===== config.mk =====
export PLATFORM = sky130hd
export DESIGN_NAME = lpht_mod
export DESIGN_NICKNAME = d
export VERILOG_FILES = /design/src/hdl/lpht_pkg.sv /design/src/hdl/lpht_mod.sv
export SDC_FILE = /design/constraint.sdc
export NUM_CORES = 1
export LEC_CHECK = 0
export BUFFER_PORTS_ARGS = -buffer_cell sky130_fd_sc_hd__clkbuf_2
export CAP_MARGIN = 10
export CORE_AREA = 2 2 73 128
export DETAILED_ROUTE_END_ITERATION = 7
export DIE_AREA = 0 0 75 130
export REMOVE_ABC_BUFFERS = 1
export SKIP_LAST_GASP = 1
export SYNTH_ARGS = -nofsm -noshare
export SYNTH_HDL_FRONTEND = slang
export SYNTH_SLANG_ARGS = --single-unit

===== constraint.sdc =====
create_clock -name clk -period 1.97 [get_ports clk]
set_input_delay 0.197 -clock clk [delete_from_list [all_inputs] [get_ports clk]]
set_output_delay 0.197 -clock clk [all_outputs]
set_load 0.02 [all_outputs]

===== src/hdl/lpht_pkg.sv =====
// ----------------------------------------------------------------------------
// lpht_pkg
// shared widths, codes and defaults of the linear-probing hash table
// ----------------------------------------------------------------------------
package lpht_pkg;

	localparam int OP_W        = 2;
	localparam int KEY_W       = 31;
	localparam int IN_VALUE_W  = 32;
	localparam int STATUS_W    = 2;
	localparam int OUT_VALUE_W = 32;
	localparam int CFG_W       = 8;
	localparam int SLOT_ST_W   = 2;

	localparam int S_TDATA_W   = 72;
	localparam int M_TDATA_W   = 40;

	localparam int DEPTH_DEFAULT   = 128;
	localparam int VALUE_W_DEFAULT = 32;

	localparam logic [CFG_W-1:0] SIZE_RESET = 8'd101;

	localparam logic [OP_W-1:0] OP_FIND   = 2'd0;
	localparam logic [OP_W-1:0] OP_INSERT = 2'd1;
	localparam logic [OP_W-1:0] OP_REMOVE = 2'd2;

	localparam logic [SLOT_ST_W-1:0] ST_EMPTY   = 2'd0;
	localparam logic [SLOT_ST_W-1:0] ST_ACTIVE  = 2'd1;
	localparam logic [SLOT_ST_W-1:0] ST_DELETED = 2'd2;

	localparam logic [STATUS_W-1:0] RES_OK      = 2'd0;
	localparam logic [STATUS_W-1:0] RES_MISSING = 2'd1;
	localparam logic [STATUS_W-1:0] RES_FULL    = 2'd2;

endpackage


===== src/hdl/lpht_mod.sv =====
// ----------------------------------------------------------------------------
// lpht_mod
// iterative remainder of the key by the table size, one key bit a cycle
// ----------------------------------------------------------------------------
module lpht_mod
	import lpht_pkg::*;
(
	input  logic             clk,
	input  logic             arst_n,
	input  logic             start,
	input  logic [KEY_W-1:0] key,
	input  logic [CFG_W-1:0] size,
	output logic             done,
	output logic [CFG_W-1:0] rem
);

	localparam int CNT_W = $clog2(KEY_W);

	logic             busy_q;
	logic             done_q;
	logic [CNT_W-1:0] cnt_q;
	logic [KEY_W-1:0] dividend_q;
	logic [CFG_W-1:0] size_q;
	logic [CFG_W-1:0] rem_q;
	logic [CFG_W:0]   trial;
	logic [CFG_W:0]   diff;
	logic [CFG_W-1:0] rem_next;

	always_comb begin
		trial    = {rem_q, dividend_q[KEY_W-1]};
		diff     = trial - {1'b0, size_q};
		rem_next = (trial >= {1'b0, size_q}) ? diff[CFG_W-1:0] : trial[CFG_W-1:0];
	end

	always_ff @(posedge clk or negedge arst_n) begin
		if (!arst_n) begin
			busy_q <= 1'b0;
			done_q <= 1'b0;
			cnt_q  <= '0;
		end else begin
			done_q <= busy_q && !start && (cnt_q == CNT_W'(KEY_W - 1));
			if (start) begin
				busy_q <= 1'b1;
				cnt_q  <= '0;
			end else if (busy_q) begin
				cnt_q <= cnt_q + 1'b1;
				if (cnt_q == CNT_W'(KEY_W - 1))
					busy_q <= 1'b0;
			end
		end
	end

	always_ff @(posedge clk) begin
		if (start) begin
			dividend_q <= key;
			size_q     <= size;
			rem_q      <= '0;
		end else if (busy_q) begin
			dividend_q <= {dividend_q[KEY_W-2:0], 1'b0};
			rem_q      <= rem_next;
		end
	end

	assign done = done_q;
	assign rem  = rem_q;

endmodule


==> metrics <==
critical-path cell with the highest stage delay edfxtp_1; Hold Startpoint size[5]; clock insertion delay at the later pin of the skew report 0.29 ns; effective utilization at floorplan 29.07%; number of stages on the worst hold path 1; Worst Hold Path EP size_q[5]; run status completed; synthesized instance count 197; crit-path max cell delay 0.38 ns; crit-path leading delay family compound AO/OA/AOI/OAI gates; worst reg2reg path startpoint dividend_q[30]; top cell types by occurrence after synthesis 39 x edfxtp_1, 31 x mux2_2, 17 x nor2_1, 14 x inv_1, 11 x a21oi_1; Crit Reg-Reg Endpoint rem[6]; Max Fanout on Critical Path 3; cell breakdown of the critical path inv_1 -> ha_2 -> fa_2 -> nor2b_4 -> o31a_1 -> o21a_1 -> o21a_1 -> o31a_1 -> o22ai_2; Max transition margin between 70% and 80%; number of buffers created by CTS 5; largest area contributor in the synthesized netlist edfxtp_1; aggregate routed wire length 5018 um; final max-slew violation count 0; Async SR Flop Fraction 12.96%; share of synthesized cell area in and, or, nand and nor gates 7.234%; Die ar. approximately 9800 um^2; Detailed Routing Iterations Pass 1 3; number of placement rows 46; sequential area share after synthesis 58.85%; number of DRC violations after detailed routing 0; clock skew 0.008206 ns; kind of launch point of the worst setup path flop; Netlist Area Pre-Place 2560 um^2; global route total overflow 0; largest family of logic cells by synthesized area multiplexers; worst path bufs/invs 1; initial detailed-routing violation count 86; total inserted antenna cells 0; Clock H-tree levels 2; register-to-register path setup slack between 0.015 and 0.02 ns; hold slack 0.07355 ns; clock slew at reported path FFs 0.07 ns; required time of the critical path 2.19 ns; Worst Setup SP dividend_q[30]; top-count cell post-synth edfxtp_1; number of warnings issued by yosys 0; vertical die dimension ~130 um; mux cell area share after synthesis 14.42%; overall track demand over capacity in global routing a little under an eighth; final RePlAce weighted congestion 0.7790; total number of vias roughly 1600; nature of the critical path endpoint flop; Tightest Pin Transition 0.4129 ns; Final ANT Viol Nets 0; flip-flop and latch count after synthesis 54; root buffer selected by CTS clkbuf_16; adder-cell share of the synthesized area about 5.7%; type of the worst min-delay path primary input to flop; post-layout total power between 0.003 and 0.004 W; Worst Path Class, Setup flop to flop; largest net degree at the start of global routing 32; number of clock sinks seen by CTS 54; highest ir drop seen on vdd 0.7179 mV; FMAX 511.6 MHz; Clock Path Buffers 2; first-pass GRT wire length 8245 um; area share of the leading cell type in the synthesized netlist 45.75%; min cycle time layout approximately 2 ns; Power Density about 1100 nW/um^2; cell leakage power 1.353 nW; total of endpoints with negative setup slack in the final report 0; I/O Pins 51; count of flip-flops with a built-in enable after synthesis 39; post-CTS setup repair buffer count 0; Compound-Gate Fraction of Synth Area 8.553%; ratio of final minimum period to clock period 99.22%; setup TNS 0 ns; biggest area contributors in the synthesized netlist edfxtp_1 46%, mux2_2 14%, dfrtp_1 6.8%, dfxtp_1 6.3%, ha_1 4.9%; half-perimeter wire length after detailed placement 3809 um; hold violation count in the final report 0; most common flop cell mapped by yosys edfxtp_1; fraction of final layout cells with drive strength greater than 1 a little over two fifths; number of cells on the worst reg-to-reg path 9; horizontal die dimension roughly 75 um; area growth from synthesis to final layout 26.05%; max cap viols 0; IO Port Bufs 50; Nets between 300 and 400; RSZ-0062 raised after global routing yes; Core ar. 8806 um^2; TritonCTS clock tree built; count of cell types in the netlist 34; initial antenna violation count 0; signal arrival time at the worst endpoint 2.18 ns; XOR/XNOR Fraction of Synth Area 2.053%; routed length per instance 13.14 um; routed via count divided by cell count 4.312; via count of the first global-routing pass 1799; syn_area_per_cell 12.99 um^2
==> sequential cells by signal, indices dropped and copies added (netlist names) <==
register    cells
cnt_q           5
size_q          8
dividend_q     31
done            1
busy_q          1
rem             8
==> worst max path at each step <==
| stage | slack, ns | to | cells past startpoint |
|---|---|---|---|
| floorplan | -0.07 | rem[1] | 6 |
| global placement | -0.005 | rem[7] | 8 |
| detailed placement | -0.00005 | rem[6] | 9 |
| CTS | -0.007 | rem[6] | 9 |
| global route | -0.1 | rem[6] | 9 |
| finish | 0.02 | rem[6] | 9 |
==> layer usage <==
metal | share of wire, % | track usage [%] | routed length, um
met1 | 38 | 12.39 | 1930
met2 | 55 | 19.66 | 2745
met3 | 4.7 | 3.089 | 238
met4 | 2.1 | 5.252 | 104
met5 | 0 | 0 | 0
==> layout make-up <==
type | count | area [um^2]
fillers | 862 | 5579
flip-flops and latches | 54 | 1508
clock buffers | 6 | 128.9
well taps | 120 | 150.1
inverters | 14 | 52.55
repair buffers | 63 | 375.4
multi-input cells | 123 | 1002
clock inverters | 2 | 10.01
==> cell usage in the layout (no fill, tap or decap), drive strengths merged, types with 2 or more instances in the layout <==
| master | instances |
|---|---|
| buf | 12 |
| nor2 | 17 |
| nand2b | 2 |
| xor2 | 3 |
| a21oi | 12 |
| nand4 | 3 |
| dfxtp | 8 |
| clkbuf | 56 |
| o21a | 3 |
| nor3 | 2 |
| mux2i | 2 |
| clkinv | 2 |
| ha | 10 |
| nor2b | 3 |
| o31a | 2 |
| nand2 | 9 |
| dfrtp | 7 |
| mux2 | 31 |
| xnor2 | 3 |
| inv | 14 |
| o21ai | 8 |
| edfxtp | 39 |
| a211oi | 4 |
==> repair_timing <==
action	in CTS	in global routing
pin swaps	1	2
resized for setup	2	6
hold buffers	1	0
endpoints found under the hold margin	7	0
endpoints found under the setup margin	2	8
==> logic make-up (layout without fill, tap and decap cells) <==
logic type	Yosys count	count (layout)
AO/OA/AOI/OAI	34	34
flip-flops	54	54
multiplexers	33	33
buffers and inverters	20	85
adder cells (fa/ha/maj)	11	11
XOR/XNOR	6	6
AND/OR/NAND/NOR	39	39
==> power by group <==
group / internal, W / total, W / switching, W / leakage, nW
logic: 0.000577 / 0.00118 / 0.000607 / 0.718
clock network: 0.000468 / 0.000861 / 0.000393 / 0.0706
registers: 0.00138 / 0.00148 / 0.0000981 / 0.565
==> per-stage QoR <==
step	setup slack, ns	utilization (%)	cells	cell area [um^2]
after floorplan	-0.07488	-	191	2530
final	0.01540	36.64	382	3227
after CTS	-0.006597	36.45	382	3209
after global routing	-0.09828	36.64	382	3227
after global placement	-0.005446	34.58	373	3045
after detailed placement	-0.00004907	34.58	373	3045
No activity file was read; power rests on OpenSTA's default activity.
